**config.mk**
```make
export PLATFORM = sky130hd
export DESIGN_NAME = nand_page_read_sequencer_unit
export DESIGN_NICKNAME = d
export VERILOG_FILES = /design/src/hw/rtl/npr_pkg.sv /design/src/hw/rtl/nand_page_read_sequencer_unit.sv
export VERILOG_INCLUDE_DIRS = /design/src /design/src/hw/rtl
export SDC_FILE = /design/constraint.sdc
export NUM_CORES = 1
export LEC_CHECK = 0
export ABC_AREA = 0
export BUFFER_PORTS_ARGS = -buffer_cell sky130_fd_sc_hd__buf_2
export CORE_MARGIN = 3
export CORE_UTILIZATION = 45
export DETAILED_ROUTE_END_ITERATION = 8
export GPL_TIMING_DRIVEN = 1
export PLACE_DENSITY = 0.72
export SYNTH_ARGS = -nofsm -noshare
export SYNTH_HDL_FRONTEND = slang
export SYNTH_SLANG_ARGS = --single-unit
```
**constraint.sdc**
```tcl
create_clock -name clk -period 4.7 [get_ports clk]
set_input_delay 1.175 -clock clk [delete_from_list [all_inputs] [get_ports clk]]
set_output_delay 1.175 -clock clk [all_outputs]
set_load 0.01 [all_outputs]
```
**src/hw/rtl/nand_page_read_sequencer_unit_macros.svh**
```systemverilog
// Assertion helpers for the NAND page read sequencer.
// Both sample on clk and are switched off while rst_n is low.
`ifndef NAND_PAGE_READ_SEQUENCER_UNIT_MACROS_SVH
`define NAND_PAGE_READ_SEQUENCER_UNIT_MACROS_SVH

// Consequent must hold in the same cycle.
`define NPR_ASSERT_HOLDS(label, ante, cons, msg) \
    label: assert property (@(posedge clk) disable iff (!rst_n) (ante) |-> (cons)) \
        else $error(msg);

// Consequent must hold in the next cycle.
`define NPR_ASSERT_NEXT(label, ante, cons, msg) \
    label: assert property (@(posedge clk) disable iff (!rst_n) (ante) |=> (cons)) \
        else $error(msg);

`endif

```
**src/hw/rtl/npr_pkg.sv**
```systemverilog
`default_nettype none

package npr_pkg;

    // input action codes
    localparam logic [1:0] ACT_START = 2'd0;
    localparam logic [1:0] ACT_READY = 2'd1;
    localparam logic [1:0] ACT_DATA  = 2'd2;

    // result kinds
    localparam logic [2:0] KIND_SEL = 3'd0;
    localparam logic [2:0] KIND_CMD = 3'd1;
    localparam logic [2:0] KIND_ADR = 3'd2;
    localparam logic [2:0] KIND_DAT = 3'd3;
    localparam logic [2:0] KIND_DES = 3'd4;

    // flash commands
    localparam logic [7:0] CMD_READ    = 8'h00;
    localparam logic [7:0] CMD_CONFIRM = 8'h30;

    typedef enum logic [2:0] {
        PH_IDLE = 3'b001,
        PH_WAIT = 3'b010,
        PH_DATA = 3'b100
    } phase_t;

    // what follows the head result of a burst
    typedef enum logic [2:0] {
        TAIL_NONE = 3'b001,
        TAIL_DES  = 3'b010,
        TAIL_PAGE = 3'b100
    } tail_t;

endpackage

`default_nettype wire

```
**src/hw/rtl/nand_page_read_sequencer_unit.sv**
```systemverilog
// Channel   Dir  Handshake                 Payload
// s_*       in   s_tvalid / s_tready       s_tuser action, s_tdata address/length/byte
// m_*       out  m_tvalid / m_tready       m_tuser kind, m_tdata byte/index, m_tlast
//
// A ready event, an ignored item or a plain data byte keeps s_tready high while the
// output is not stalled by m_tready, and data bytes then stream at one per cycle.
// A start, or a byte that closes a page or the read, opens a burst of up to eight
// results; the burst emitter sends one per cycle unless m_tready stalls it, and
// holds s_tready low until its final result is loaded into the output register.
// Reset clears the phase, counters and both valid flags; no clearing pass is needed.
// A stall on m_tready freezes the emitter; the output register parts the two sides.
`default_nettype none

`include "nand_page_read_sequencer_unit_macros.svh"

module nand_page_read_sequencer_unit
    import npr_pkg::*;
#(
    // bytes per flash page, a power of two
    parameter int unsigned PAGE_BYTES = 2048
) (
    input  wire logic        clk,
    input  wire logic        rst_n,

    input  wire logic        s_tvalid,
    output logic             s_tready,
    input  wire logic [1:0]  s_tuser,   // [1:0] action
    input  wire logic [63:0] s_tdata,   // [31:0] start_address, [55:32] read_length,
                                        // [63:56] flash_byte

    output logic             m_tvalid,
    input  wire logic        m_tready,
    output logic [2:0]       m_tuser,   // [2:0] kind
    output logic [31:0]      m_tdata,   // [7:0] bus_byte, [31:8] byte_index
    output logic             m_tlast    // last result of the input transaction
);

    localparam int unsigned PAGE_W = $clog2(PAGE_BYTES);

    // sequencer state
    phase_t      phase_reg, phase_next;
    logic [31:0] read_pointer_reg, read_pointer_next;
    logic [23:0] bytes_done_reg, bytes_done_next;
    logic [23:0] bytes_wanted_reg, bytes_wanted_next;

    // burst descriptor
    logic        burst_valid_reg, burst_valid_next;
    logic        head_data_reg, head_data_next;
    tail_t       tail_reg, tail_next;
    logic [7:0]  head_byte_reg, head_byte_next;
    logic [23:0] head_index_reg, head_index_next;
    logic [2:0]  step_reg, step_next;

    // output register
    logic        out_valid_reg;
    logic [2:0]  out_kind_reg;
    logic [7:0]  out_byte_reg;
    logic [23:0] out_index_reg;
    logic        out_last_reg;

    logic        out_load;
    logic        last_step;
    logic        burst_done;
    logic        in_accept;
    logic [2:0]  last_idx;
    logic [23:0] done_inc;
    logic        page_end;
    logic [15:0] col_word;
    logic [31:0] page_word;
    logic [2:0]  emit_kind;
    logic [7:0]  emit_byte;
    logic [23:0] emit_index;

    logic [31:0] in_address;
    logic [23:0] in_length;
    logic [7:0]  in_byte;

    assign in_address = s_tdata[31:0];
    assign in_length  = s_tdata[55:32];
    assign in_byte    = s_tdata[63:56];

    // burst length less one
    always_comb
    begin
        unique case (tail_reg)
            TAIL_NONE: last_idx = 3'd0;
            TAIL_DES:  last_idx = 3'd1;
            TAIL_PAGE: last_idx = 3'd7;
            default:   last_idx = 3'd0;
        endcase
    end

    assign out_load   = burst_valid_reg && (!out_valid_reg || m_tready);
    assign last_step  = (step_reg == last_idx);
    assign burst_done = out_load && last_step;
    assign s_tready   = !burst_valid_reg || burst_done;
    assign in_accept  = s_tvalid && s_tready;

    assign done_inc = bytes_done_reg + 24'd1;
    assign page_end = &read_pointer_reg[PAGE_W-1:0];

    // column and page of the pointer, already advanced when a page burst follows a data byte
    assign col_word  = 16'(read_pointer_reg[PAGE_W-1:0]);
    assign page_word = read_pointer_reg >> PAGE_W;

    // accept side: state update and burst set-up
    always_comb
    begin
        phase_next        = phase_reg;
        read_pointer_next = read_pointer_reg;
        bytes_done_next   = bytes_done_reg;
        bytes_wanted_next = bytes_wanted_reg;
        head_data_next    = head_data_reg;
        tail_next         = tail_reg;
        head_byte_next    = head_byte_reg;
        head_index_next   = head_index_reg;
        burst_valid_next  = burst_valid_reg && !burst_done;
        step_next         = out_load ? step_reg + 3'd1 : step_reg;

        if (in_accept)
        begin
            if (s_tuser == ACT_START && phase_reg == PH_IDLE)
            begin
                read_pointer_next = in_address;
                bytes_wanted_next = in_length;
                bytes_done_next   = '0;
                burst_valid_next  = 1'b1;
                step_next         = '0;
                head_data_next    = 1'b0;
                head_byte_next    = '0;
                head_index_next   = '0;
                if (in_length == '0)
                begin
                    tail_next = TAIL_DES;
                end
                else
                begin
                    tail_next  = TAIL_PAGE;
                    phase_next = PH_WAIT;
                end
            end
            else if (s_tuser == ACT_READY && phase_reg == PH_WAIT)
            begin
                phase_next = PH_DATA;
            end
            else if (s_tuser == ACT_DATA && phase_reg == PH_DATA)
            begin
                read_pointer_next = read_pointer_reg + 32'd1;
                bytes_done_next   = done_inc;
                burst_valid_next  = 1'b1;
                step_next         = '0;
                head_data_next    = 1'b1;
                head_byte_next    = in_byte;
                head_index_next   = bytes_done_reg;
                if (done_inc == bytes_wanted_reg)
                begin
                    tail_next  = TAIL_DES;
                    phase_next = PH_IDLE;
                end
                else if (page_end)
                begin
                    // next page needs its command and address again
                    tail_next  = TAIL_PAGE;
                    phase_next = PH_WAIT;
                end
                else
                begin
                    tail_next = TAIL_NONE;
                end
            end
        end
    end

    // emit side: result for the current burst step
    always_comb
    begin
        emit_kind  = KIND_SEL;
        emit_byte  = '0;
        emit_index = '0;
        if (step_reg == 3'd0)
        begin
            if (head_data_reg)
            begin
                emit_kind  = KIND_DAT;
                emit_byte  = head_byte_reg;
                emit_index = head_index_reg;
            end
        end
        else if (tail_reg == TAIL_DES)
        begin
            emit_kind = KIND_DES;
        end
        else
        begin
            case (step_reg)
                3'd1:
                begin
                    emit_kind = KIND_CMD;
                    emit_byte = CMD_READ;
                end
                3'd2:
                begin
                    emit_kind = KIND_ADR;
                    emit_byte = col_word[7:0];
                end
                3'd3:
                begin
                    emit_kind = KIND_ADR;
                    emit_byte = col_word[15:8];
                end
                3'd4:
                begin
                    emit_kind = KIND_ADR;
                    emit_byte = page_word[7:0];
                end
                3'd5:
                begin
                    emit_kind = KIND_ADR;
                    emit_byte = page_word[15:8];
                end
                3'd6:
                begin
                    emit_kind = KIND_ADR;
                    emit_byte = page_word[23:16];
                end
                default:
                begin
                    emit_kind = KIND_CMD;
                    emit_byte = CMD_CONFIRM;
                end
            endcase
        end
    end

    always_ff @(posedge clk or negedge rst_n)
    begin
        if (!rst_n)
        begin
            phase_reg        <= PH_IDLE;
            read_pointer_reg <= '0;
            bytes_done_reg   <= '0;
            bytes_wanted_reg <= '0;
            burst_valid_reg  <= 1'b0;
            step_reg         <= '0;
            tail_reg         <= TAIL_NONE;
            out_valid_reg    <= 1'b0;
        end
        else
        begin
            phase_reg        <= phase_next;
            read_pointer_reg <= read_pointer_next;
            bytes_done_reg   <= bytes_done_next;
            bytes_wanted_reg <= bytes_wanted_next;
            burst_valid_reg  <= burst_valid_next;
            step_reg         <= step_next;
            tail_reg         <= tail_next;
            if (out_load)
            begin
                out_valid_reg <= 1'b1;
            end
            else if (m_tready)
            begin
                out_valid_reg <= 1'b0;
            end
        end
    end

    // payload registers, no reset
    always_ff @(posedge clk)
    begin
        head_data_reg  <= head_data_next;
        head_byte_reg  <= head_byte_next;
        head_index_reg <= head_index_next;
        if (out_load)
        begin
            out_kind_reg  <= emit_kind;
            out_byte_reg  <= emit_byte;
            out_index_reg <= emit_index;
            out_last_reg  <= last_step;
        end
    end

    assign m_tvalid = out_valid_reg;
    assign m_tuser  = out_kind_reg;
    assign m_tdata  = {out_index_reg, out_byte_reg};
    assign m_tlast  = out_last_reg;

    // deselect always closes the results of its transaction
    `NPR_ASSERT_HOLDS(a_des_is_last, m_tvalid && m_tuser == KIND_DES, m_tlast,
        "deselect result without last")
    // an accepted start opens a select burst at step zero
    `NPR_ASSERT_NEXT(a_start_opens_burst,
        in_accept && s_tuser == ACT_START && phase_reg == PH_IDLE,
        burst_valid_reg && step_reg == 3'd0 && !head_data_reg,
        "start did not open a select burst")
    // a stalled output freezes the burst emitter
    `NPR_ASSERT_NEXT(a_step_holds_on_stall,
        burst_valid_reg && out_valid_reg && !m_tready,
        burst_valid_reg && $stable(step_reg),
        "burst advanced while output stalled")

endmodule

`default_nettype wire
```
-- Yosys cells after proc, flatten, opt, wreduce, memory -nomap -nowiden
Index checks and enable logic that the tools add are counted.
- add/sub/neg operators: 3
- equality and inequality tests: 17
- muxes and demuxes: 44
- reductions and logical operators: 25
- operator list (operator ; number):
    $mux 24 ; 5
    $mux 32 ; 3
    $mux 3 ; 19
    $pmux 8 s6 ; 1
    $mux 8 ; 5
    $add 32x1->32 const B ; 1
    $add 24x1->24 const B ; 1
    $eq 24x24->1 ; 1
    $logic_not 24->1 ; 1
    $eq 3x3->1 const B ; 5
    $eq 3x2->1 const B ; 4
    $reduce_and 11->1 ; 1
    $mux 1 ; 8
    $logic_and 1x1->1 ; 7
    $eq 3x1->1 const B ; 2
    $pmux 3 s2 ; 1
    $reduce_or 5->1 ; 1
    $mux 2 ; 2
    $ne 2x2->1 const B ; 2
    $reduce_and 2->1 ; 2
    $reduce_and 4->1 ; 1
    $reduce_bool 2->1 ; 2
    $reduce_bool 4->1 ; 1
    $add 3x1->3 const B ; 1
    9 further kinds ; 12
- register bits after elaboration: 160
- input bits: 70
- output and inout bits: 38
- logic and storage cells: 104

-- Longest topological paths before layout
Gate-level depths: netlist (run 1).
- depth after elaboration: 10
- depth in mapped cells: 10
- mapped depth without buffers: 9

-- Worst setup path after synthesis (run 1)
No wires, ideal clock.
- path type: input to register
- start: in m_tready
- end: reg head_byte_reg[0], enable pin
- library setup time: 0.410 ns
- arrival: 2.984 ns
- data required time: 4.290 ns
- setup slack: 1.305 ns
- stages on the path: 6
- buffers on the path: 1
- cells stage by stage: nand2b_1 -> nand2_1 -> a21oi_1 -> o2111ai_1 -> inv_1 -> clkbuf_1
- word-level cells in the longest chain between the ends: 6
- RTL lines (element ; RTL line ; source):
    start, declared ; nand_page_read_sequencer_unit.sv:32 ; input wire logic m_tready,
    $logic_or 1x1->1 ; nand_page_read_sequencer_unit.sv:93 ; assign out_load = burst_valid_reg && (!out_valid_reg || m_tready);
    $logic_and 1x1->1 ; nand_page_read_sequencer_unit.sv:93 ;
    $logic_and 1x1->1 ; nand_page_read_sequencer_unit.sv:95 ; assign burst_done = out_load && last_step;
    $logic_or 1x1->1 ; nand_page_read_sequencer_unit.sv:96 ; assign s_tready = !burst_valid_reg || burst_done;
    $logic_and 1x1->1 ; nand_page_read_sequencer_unit.sv:97 ; assign in_accept = s_tvalid && s_tready;
    $reduce_and 3->1 (no source line) ; n/a ;
    end signal, assigned ; nand_page_read_sequencer_unit.sv:272 ; head_byte_reg <= head_byte_next;
    end, declared ; nand_page_read_sequencer_unit.sv:50 ; logic [7:0] head_byte_reg, head_byte_next;
Every way passes these cells.
A chain may end at the register's enable or synchronous reset.

-- Worst setup path after layout (run 1)
- start: in m_tready
- end: out s_tready
- word-level cells in the longest chain between the ends: 4
- RTL lines (element ; RTL line ; source):
    $logic_or 1x1->1 ; nand_page_read_sequencer_unit.sv:93 ;
    $logic_and 1x1->1 ; nand_page_read_sequencer_unit.sv:93 ;
    $logic_and 1x1->1 ; nand_page_read_sequencer_unit.sv:95 ;
    $logic_or 1x1->1 ; nand_page_read_sequencer_unit.sv:96 ;
    end, declared ; nand_page_read_sequencer_unit.sv:26 ; output logic s_tready,
Every way passes these cells.

==> key figures, run 1 <==
Run status
  • Status: finished, final reports clean

Layout
  • Antenna fix cells: 0
  • Commonest cells after routing, fill and taps aside: buf_2 (106), dfrtp_1 (89), nor2_1 (78)
  • Final nets: between 1k and 1.5k
  • Max reg flops: 32
  • Commonest non-fill, non-tap cell in the layout: buf_2
  • Layout cell share with drive strength beyond 1: about a fifth
  • P&R area growth vs syn: 14.1%

STA
  • Slew HR: 41.5%
  • Fin. max-slew vios: 0
  • Final Hold Fails: 0
  • Minimum clock period: 3.42 ns
  • RSZ-0062 raised after global routing: no
  • Worst Hold Slack: 0.506 ns
  • Setup ws final: 1.28 ns
  • Setup Viol. Count Final: 0
  • Final setup TNS: 0 ns
  • Final Cycle Share: 72.7%
  • FMAX: 293 MHz
  • Worst slew pin tran: 0.878 ns
  • Clock Skew: about 0.012 ns

Drt
  • First-pass DRT Iterations: 6
  • DRT iter0 DRCs: 594
  • WL/cell: 17.5 µm
  • Vias post-DR: 6,982
  • Post-DRT Antenna Nets: 0
  • Routed WL: 20,700 µm
  • DR vias/cell: ~6
  • Residual DRC count: 0

Floorplanning
  • FP Rows: a little under 50
  • Core Region: 18,300 µm²
  • Chip Height: 144 µm
  • Starting Density: 46.9%
  • Die area: 20,800 µm²
  • Die W: around 140 µm
  • Io pins: 108

Synth
  • Share of the synthesized area in the top cell type: 25.9%
  • Synth warn: 0
  • Post-synth cell types: 67
  • Syn nets: 947
  • Post-synth ARST share: 56.9%
  • Area contributors post-synth: dfrtp_1 (26%), edfxtp_1 (24%), o21ai_0 (4.0%)
  • Biggest area consumer among synthesized cells: dfrtp_1
  • Post-synth EDFFs: between 60 and 70
  • Sequential-to-total area share from yosys stat: 50.6%
  • Top_reg_cell synth: dfrtp_1
  • Syn Area/Cell: 9.88 µm²
  • #FFs+latches synth: 160
  • Cells after synthesis: 870
  • Post-Synthesis Cell Area: around 8600 µm²

Critical path
  • Critical path required time: 3.52 ns
  • Critical Path AT: 2.24 ns
  • CP Class: in2out
  • CP startpoint kind: input port
  • CP Capture Type: output port
  • Crit Path Max Fanout: 4

Clocking
  • CTS Sinks: 160
  • CTS Buf Count: 17
  • Worst-Skew Late Latency: 0.43 ns
  • Post-CTS setup buffers: 0
  • CTS resizes: 0
  • Worst-path clk slew: 0.06 ns
  • CTS tree: yes
  • Longest Clk Path Bufs: 2
  • H-Tree Depth: 4
  • Hold-fix buffer count after cts: 0
  • Root Driver: clkbuf_16

GRT
  • Initial antenna violation count: 0
  • Pin count of the biggest net entering global routing: 69
  • First-pass GRT wire length: 33,000 µm
  • Grt ovf: 0
  • Global-route usage over all layers: approximately a fifth
  • Vias in the first global route: 6,345

Pwr
  • Leak Pwr: 4.13 nW
  • Peak VDD IR: ~0.33 mV
  • Final Total Pwr: ~0.0043 W
  • PD cells: 435 nW/µm²

Placement
  • Pre-CTS setup slack: 1.29 ns
  • Buffers on Ports: 107
  • DP HPWL: 14,600 µm
  • RePlAce Congestion: 0.920

Worst hold path
  • HP Class: reg2reg

Job
  • Reported max-cap violation count: 0
-- metrics by stage --
stage | std cells | util [%] | area [µm²]
finish | 1183 | 53.5 | 9810
global route | 1183 | 53.5 | 9810
CTS | 1183 | 53.5 | 9810
detailed placement | 1152 | 50.4 | 9250
global placement | 1152 | 50.4 | 9250
floorplan | 870 | - | 8590
-- synthesized netlist by cell type (15+ instances only) --
library cell and instances:
nor2_1 79, dfrtp_1 89, o21ai_0 68, nand2_1 63, nand4_1 15, nor3_1 16, inv_1 19, and3_1 41
nand3_1 29, mux2_2 25, edfxtp_1 69, xor2_1 15, a21oi_1 61, clkbuf_1 42, and2_1 34
-- worst max-delay path, cell delays in order --
cell and delay [ns]:
buf_2 0.09, nand2b_1 0.22, a21bo_2 0.26, or2_2 0.33, buf_2 0.16
-- report_power, final --
group	internal, W	switching [W]
sequential	0.00175	0.000188
clock	0.000732	0.000579
combinational	0.000408	0.000611
total	0.00289	0.00138
-- cell type report --
type	count	area [µm²]
fillers	1636	8520
flip-flops and latches	160	4350
multi-input cells	630	3950
repair buffers	114	591
clock buffers	17	425
well taps	229	287
clock inverters	14	134
inverters	19	71.3
-- final timing paths --
path	cells past startpoint	from	end	slack, ns
worst max register to register	8	bytes_done_reg[0]$_DFFE_PN0P_	phase_reg[2]$_DFFE_PN0P_	1.61
max in group asynchronous	2	rst_n	bytes_wanted_reg[15]$_DFFE_PN0P_	2.96
min in group asynchronous	1	rst_n	read_pointer_reg[25]$_DFFE_PN0P_	0.84
worst max-delay path	5	m_tready	s_tready	1.28
worst min-delay path	1	bytes_wanted_reg[9]$_DFFE_PN0P_	bytes_wanted_reg[9]$_DFFE_PN0P_	0.51
worst min register to register	1	bytes_wanted_reg[9]$_DFFE_PN0P_	bytes_wanted_reg[9]$_DFFE_PN0P_	0.51
-- logic make-up (layout without fill, tap and decap cells) --
family	count (synthesis)	after routing	synth area share, %
AOI/OAI and AO/OA	225	225	16.3
xor gates and xnor gates	29	29	2.96
adders and majority gates	8	8	1.14
buffers and inverters	80	164	3.74
DFF	160	160	50.6
muxes	27	27	3.51
and+or+nand+nor	341	341	21.8
-- routing by layer --
metal	GRT usage [%]	vias to the layer above	share of wire, %
met1	30.5	3295	47
met4	6.19	0	1.6
met3	4.60	31	8.5
met2	28.8	283	43
li1	-	3373	-
met5	0	-	0
No activity file was read; power rests on OpenSTA's default activity.
==> run 2, diff against run 1 <==
ABC_AREA = 1   (was 0)
clock period = 3.2 ns   (was 4.7 ns; I/O delays follow)
==> run 2 against run 1 <==
Effect of this change: area after synthesis is 3.6% higher; highest routed layer unchanged; cell area up 5.9%; power increased by 4.1%; combinational power shrank 92%; final cell count increased by 27%; clock skew shrank 0.0049 ns; clock power increased by 70%; sequential share of layout area is 2.5 points lower.
==> key figures, run 2 <==
Pwr
  • Leak Pwr: 5.13 nW (+24%)
  • PD cells: 428 nW/µm² (-1.7%)
  • Final Total Pwr: 0.00445 W (+4.1%)
  • Peak VDD IR: 0.357 mV (+8.6%)

Synth
  • Post-Synthesis Cell Area: 8900 µm² (+3.6%)
  • Area contributors post-synth: dfrtp_1 (25%), edfxtp_1 (23%), nand2_1 (10%)
  • Syn Area/Cell: 7.98 µm² (-19%)
  • Cells after synthesis: 1,116 (+28%)
  • Post-synth EDFFs: 69 (unchanged)
  • Top_reg_cell synth: dfrtp_1
  • Adder-cell share of the synthesized area: 0.984% (-0.15 points)
  • Simple-gate share of the synthesized area: 29.2% (+7.4 points)
  • Post-synth top cells: nand2_1 (246), inv_1 (150), nor2_1 (148)
  • Post-synthesis mux area share: 0.253% (-3.3 points)
  • Post-synth ARST share: 56.9% (unchanged)
  • Xor/xnor share of the synthesized area: 2.71% (-0.24 points)
  • Sequential-to-total area share from yosys stat: 48.9% (-1.8 points)
  • Main combinational cell family by area after synthesis: simple AND/OR/NAND/NOR gates
  • #FFs+latches synth: 160 (unchanged)
  • Share of the synthesized area in the top cell type: 25.0% (-0.90 points)
  • Syn nets: 1,193 (+26%)
  • Post-synth cell types: 45 (-33%)
  • Biggest area consumer among synthesized cells: dfrtp_1
  • Synth Area in Compound Gates: 9.77% (-6.5 points)
  • Most common cell in the synthesized netlist: nand2_1
  • Synth warn: 0 (unchanged)

Critical path
  • RR Startpoint: read_pointer_reg[0]$_DFFE_PN0P_
  • CP Capture Type: output port
  • Crit Path Max Fanout: 4 (unchanged)
  • R2r setup slk: 0.57 ns (-1.04 ns)
  • CP Class: reg2out
  • R2R depth: 12 (+4)
  • CP startpoint kind: flop
  • Critical Path AT: 1.95 ns (-0.29 ns)
  • Critical path required time: 2.40 ns (-1.12 ns)
  • Reg-to-Reg End: read_pointer_reg[26]$_DFFE_PN0P_
  • Worst Setup SP: tail_reg[0]$_DFFE_PN1P_

Floorplanning
  • Die area: 21,500 µm² (+3.4%)
  • Chip Height: 147 µm (+1.7%)
  • Die W: 147 µm (+1.7%)
  • FP Rows: 50 (+2.0%)
  • Starting Density: 46.7% (-0.22 points)
  • Io pins: 108 (unchanged)
  • Core Region: 19,100 µm² (+4.1%)

Placement
  • Pre-CTS setup slack: 0.457 ns (-0.830 ns)
  • RePlAce Congestion: 0.935 (+1.6%)
  • DP HPWL: 17,900 µm (+23%)
  • Buffers on Ports: 107 (unchanged)

Clocking
  • Root Driver: clkbuf_16
  • CTS resizes: 0 (unchanged)
  • CTS Buf Count: 17 (unchanged)
  • H-Tree Depth: 4 (unchanged)
  • Longest Clk Path Bufs: 2 (unchanged)
  • Hold-fix buffer count after cts: 0 (unchanged)
  • Worst-Skew Late Latency: 0.43 ns (about the same)
  • CTS Sinks: 160 (unchanged)
  • Worst-path clk slew: 0.06 ns (about the same)
  • Post-CTS setup buffers: 0 (unchanged)
  • CTS tree: yes

STA
  • Slew HR: 57.8% (+16 points)
  • FMAX: between 300 and 400 MHz
  • Minimum clock period: 2.75 ns
  • Fin. max-slew vios: 0 (unchanged)
  • Clock Skew: 0.00676 ns (-0.00486 ns)
  • Worst slew pin tran: 0.634 ns (-0.244 ns)
  • Final Hold Fails: 0 (unchanged)
  • RSZ-0062 raised after global routing: no
  • Final setup TNS: 0 ns (unchanged)
  • Final Cycle Share: 85.9%
  • Setup ws final: 0.450 ns (-0.832 ns)
  • Setup Viol. Count Final: 0 (unchanged)

Layout
  • Register area: 4350 µm² (unchanged)
  • Commonest cells after routing, fill and taps aside: nand2_1 (246), inv_1 (149), nor2_1 (148)
  • Antenna fix cells: 0 (unchanged)
  • Final nets: 1,302 (+28%)
  • Filler cells: 1,800 (+10%)
  • Max reg flops: 32 (unchanged)
  • Area of the multi-input gates: 3820 µm² (-3.2%)
  • P&R area growth vs syn: 16.7%
  • Layout cell share with drive strength beyond 1: 15.7% (-4.8 points)
  • Commonest non-fill, non-tap cell in the layout: nand2_1

GRT
  • Global-route usage over all layers: 22.6% (+2.5 points)
  • Initial antenna violation count: 0 (unchanged)
  • Grt ovf: 0 (unchanged)
  • Vias in the first global route: 7,444 (+17%)
  • Pin count of the biggest net entering global routing: 67 (-2.9%)
  • First-pass GRT wire length: 39,100 µm (+18%)

Drt
  • Vias post-DR: 7,889 (+13%)
  • Routed WL: 23,800 µm (+15%)
  • DRT iter0 DRCs: 934 (+57%)
  • Residual DRC count: 0 (unchanged)
  • WL/cell: 15.9 µm (-9.3%)
  • DR vias/cell: 5.27 (-11%)
  • First-pass DRT Iterations: 6 (unchanged)
  • Post-DRT Antenna Nets: 0 (unchanged)

Job
  • Reported max-cap violation count: 0 (unchanged)

Run status
  • Status: finished, final reports clean

Worst hold path
  • HP Class: in2async
==> run 2: where the power goes <==
part           internal (W)   total, W  switching, W  leakage, nW
Combinational     0.0000361  0.0000863     0.0000502         3.14
Clock               0.00134    0.00223      0.000884        0.313
Sequential          0.00213    0.00213             0         1.68
==> run 2: cells by family (layout without fill, tap and decap cells) <==
kind of cell    after synthesis  after routing
compound gates              155            155
xor+xnor                     26             26
fa+ha+maj                     7              7
buf+inv                     189            311
flops                       160            160
mux                           2              2
simple gates                577            577
==> run 2: metrics by stage <==
stage          std cells  util [%]  instance area, µm²  hold slack, ns
2_1_floorplan       1116         -                8900           0.446
3_3_place_gp        1466      51.1                9750           0.458
3_5_place_dp        1466      51.1                9750           0.461
4_1_cts             1498      54.4               10400           0.405
5_1_grt             1498      54.4               10400           0.425
6_report            1498      54.4               10400           0.386
==> run 2: area by class of cell <==
cell class                 count  area share (%)
clock inverter                14            1.95
clock buffer                  18            4.23
sequential                   160            41.9
multi-input combinational    767            36.8
tap                          260            3.13
inverter                     158            5.71
timing repair buffer         121            6.31
==> run 2: worst max path at each step <==
stage	endpoint	slack, ns	cells after the start
global route	s_tready	0.32	7
floorplan	head_byte_reg[0]$_SDFFCE_PP0P_	0.02	9
CTS	s_tready	0.42	7
global placement	phase_reg[1]$_DFFE_PN0P_	0.51	12
detailed placement	phase_reg[1]$_DFFE_PN0P_	0.46	12
finish	s_tready	0.45	7
==> run 2: critical path, cell delays in order (launching register included) <==
cell and delay [ns]:
dfstp_2 0.54, nand3b_1 0.19, nand2_1 0.09, xor2_1 0.15, a21oi_2 0.17, nand2_1 0.08
nand2_2 0.12, buf_2 0.18
==> run 2: layer usage <==
metal  part of all wire [%]  vias to the layer above  track usage [%]
met5                      0                        -                0
li1                       -                     3893                -
met4                    2.4                        0             8.00
met1                     49                     3658             35.1
met3                    6.8                       39             3.69
met2                     42                      299             31.9
==> run 3, diff against run 2 <==
clock period = 2.7 ns   (was 3.2 ns; I/O delays follow)
==> run 3 against run 2 <==
Effect of this change: clock skew is 0.0044 ns higher; utilization increased by 0.37 points; count of clock-buffer cells in the layout grew 2; via count is 1.5% higher; die area unchanged; clock power grew 12%; register-to-register slack got worse by 0.39 ns; sequential share of layout area decreased by 0.29 points; largest power group is now sequential cells.
==> key figures, run 3 (same netlist as run 2, synthesis figures left out) <==
Clocking
  • Longest Clk Path Bufs: 2 (unchanged)
  • Worst-path clk slew: 0.07 ns (about the same)
  • CTS Sinks: 160 (unchanged)
  • CTS Buf Count: 17 (unchanged)
  • Root Driver: clkbuf_16
  • H-Tree Depth: 4 (unchanged)
  • Worst-Skew Late Latency: 0.44 ns (about the same)
  • CTS tree: yes
  • Hold-fix buffer count after cts: 0 (unchanged)

Drt
  • Met3 Wirelength: 2160 µm (+34%)
  • Met2 wire len: 9890 µm (about the same)
  • Uppermost routed layer: met4
  • WL met1: 11,400 µm (-2.7%)
  • DRT iter0 DRCs: 1,052 (+13%)
  • First-pass DRT Iterations: 6 (unchanged)
  • Routed WL: 24,100 µm (+1.3%)
  • WL/cell: 16.0 µm (+0.77%)
  • Post-DRT Antenna Nets: 0 (unchanged)
  • Vias post-DR: 8,009 (+1.5%)
  • DR vias/cell: 5.32 (+0.98%)
  • Residual DRC count: 0 (unchanged)

Critical path
  • CP Class: reg2out
  • CP most frequent cell: nand2_1
  • CP startpoint kind: flop
  • Crit Path Max Fanout: 4 (unchanged)
  • Critical Path AT: 1.89 ns (-0.06 ns)
  • Buf/Inv on CP: 1 (unchanged)
  • CP Cell Sequence: nand3b_1 > nand2_1 > xor2_1 > a21oi_2 > nand2_1 > nand2_2 > buf_2
  • Critical path's slowest cell: dfstp_2
  • Cell family contributing the most delay on the critical path: flip-flops
  • Critical path required time: 2.03 ns (-0.37 ns)
  • CP peak stage delay: 0.55 ns (about the same)
  • CP Capture Type: output port

GRT
  • Global-route usage over all layers: 22.6% (-0.044 points)
  • Vias in the first global route: 7,466 (+0.30%)
  • Grt ovf: 0 (unchanged)
  • First-pass GRT wire length: 39,000 µm (-0.37%)
  • Pin count of the biggest net entering global routing: 66 (-1.5%)
  • Initial antenna violation count: 0 (unchanged)

Floorplanning
  • Starting Density: 46.7% (unchanged)
  • Core Region: 19,100 µm² (unchanged)
  • Die area: 21,500 µm² (unchanged)
  • Die W: 147 µm (unchanged)
  • Io pins: 108 (unchanged)
  • FP Rows: 50 (unchanged)
  • Chip Height: 147 µm (unchanged)

Run status
  • Status: finished, final reports clean

Placement
  • Pre-CTS setup slack: 0.256 ns (-0.201 ns)
  • Buffers on Ports: 107 (unchanged)
  • Placed cell count: 1,468 (+0.14%)
  • RePlAce Congestion: 1.02 (+9.0%)
  • Placed cell area: 9810 µm² (+0.71%)
  • DP HPWL: 17,800 µm (-0.57%)

STA
  • Minimum clock period: 2.57 ns
  • Worst slew pin tran: 0.667 ns (+0.0332 ns)
  • Worst Hold Slack: 0.264 ns (-0.121 ns)
  • Final Cycle Share: 95.0%
  • Clock Skew: 0.0111 ns (+0.00437 ns)
  • Final Hold Fails: 0 (unchanged)
  • Setup Viol. Count Final: 0 (unchanged)
  • Setup ws final: 0.134 ns (-0.316 ns)
  • Fin. max-slew vios: 0 (unchanged)
  • FMAX: 390 MHz
  • Slew HR: 55.6% (-2.2 points)

Pwr
  • Leak Pwr: 5.14 nW (+0.19%)
  • Peak VDD IR: 0.442 mV (+24%)
  • PD cells: 490 nW/µm² (+14%)

Layout
  • Post-route insts no fill: 1,506 (+0.53%)
  • P&R area growth vs syn: 17.5%
  • Antenna fix cells: 0 (unchanged)
  • Commonest non-fill, non-tap cell in the layout: nand2_1
  • Filler cells: 1,771 (-1.6%)
  • Commonest cells after routing, fill and taps aside: nand2_1 (246), inv_1 (148), nor2_1 (147)
  • Final nets: 1,310 (+0.61%)
  • Max reg flops: 32 (unchanged)
  • Layout cell share with drive strength beyond 1: 16.1% (+0.46 points)
  • Finished Cell Area: 10,500 µm² (+0.69%)

Job
  • Reported max-cap violation count: 0 (unchanged)

Worst hold path
  • HP Class: in2async
run 3: power breakdown:
group	switching (W)	internal [W]
Clock	0.00103	0.00146
Sequential	0	0.00252
Combinational	0.0000571	0.0000444
run 3: timing repair:
action                     CTS  global route
setup endpoints to repair    0             6
setup buffers                0             6
resized for setup            0             1
run 3: worst paths after layout:
path	to	slack, ns	start	cells after the start
setup / recovery	s_tready	0.13	tail_reg[0]$_DFFE_PN1P_	7
hold / removal	bytes_wanted_reg[11]$_DFFE_PN0P_	0.26	rst_n	1
setup reg to reg	phase_reg[1]$_DFFE_PN0P_	0.18	bytes_done_reg[0]$_DFFE_PN0P_	17
hold reg to reg	phase_reg[0]$_DFFE_PN1P_	0.48	phase_reg[0]$_DFFE_PN1P_	2
max in group asynchronous	step_reg[0]$_DFF_PN0_	1.77	rst_n	2
min in group clk	bytes_wanted_reg[12]$_DFFE_PN0P_	0.46	s_tdata[44]	3
run 3: layout make-up:
class | instances | area (µm²) | area share (%)
Clock buffer | 20 | 437 | 4.18
Clock inverter | 12 | 160 | 1.53
Inverter | 158 | 597 | 5.71
Multi-Input combinational cell | 767 | 3820 | 36.5
Sequential cell | 160 | 4350 | 41.6
Tap cell | 260 | 325 | 3.11
Timing Repair Buffer | 129 | 766 | 7.32
run 3: through the flow:
step	util (%)	power (W)	TNS (ns)
6_report	54.8	0.00512	0
5_1_grt	54.8	0.00527	-0.00700
4_1_cts	54.6	0.00515	0
3_5_place_dp	51.4	0.00268	0
3_3_place_gp	51.4	0.00268	0
2_1_floorplan	-	0.00258	0
run 3: worst register-to-register path, delay by kind of cell (launching register included):
kind | cells | cell delay [ns]
and+or+nand+nor | 15 | 1.57
adders and majority gates | 1 | 0.24
buffers and inverters | 1 | 0.19
DFF | 1 | 0.42
run 3: metal layers:
metal	up-vias	track usage, %
li1	3913	-
met1	3711	34.6
met2	335	32.0
met3	50	4.59
met4	0	7.38
met5	-	0
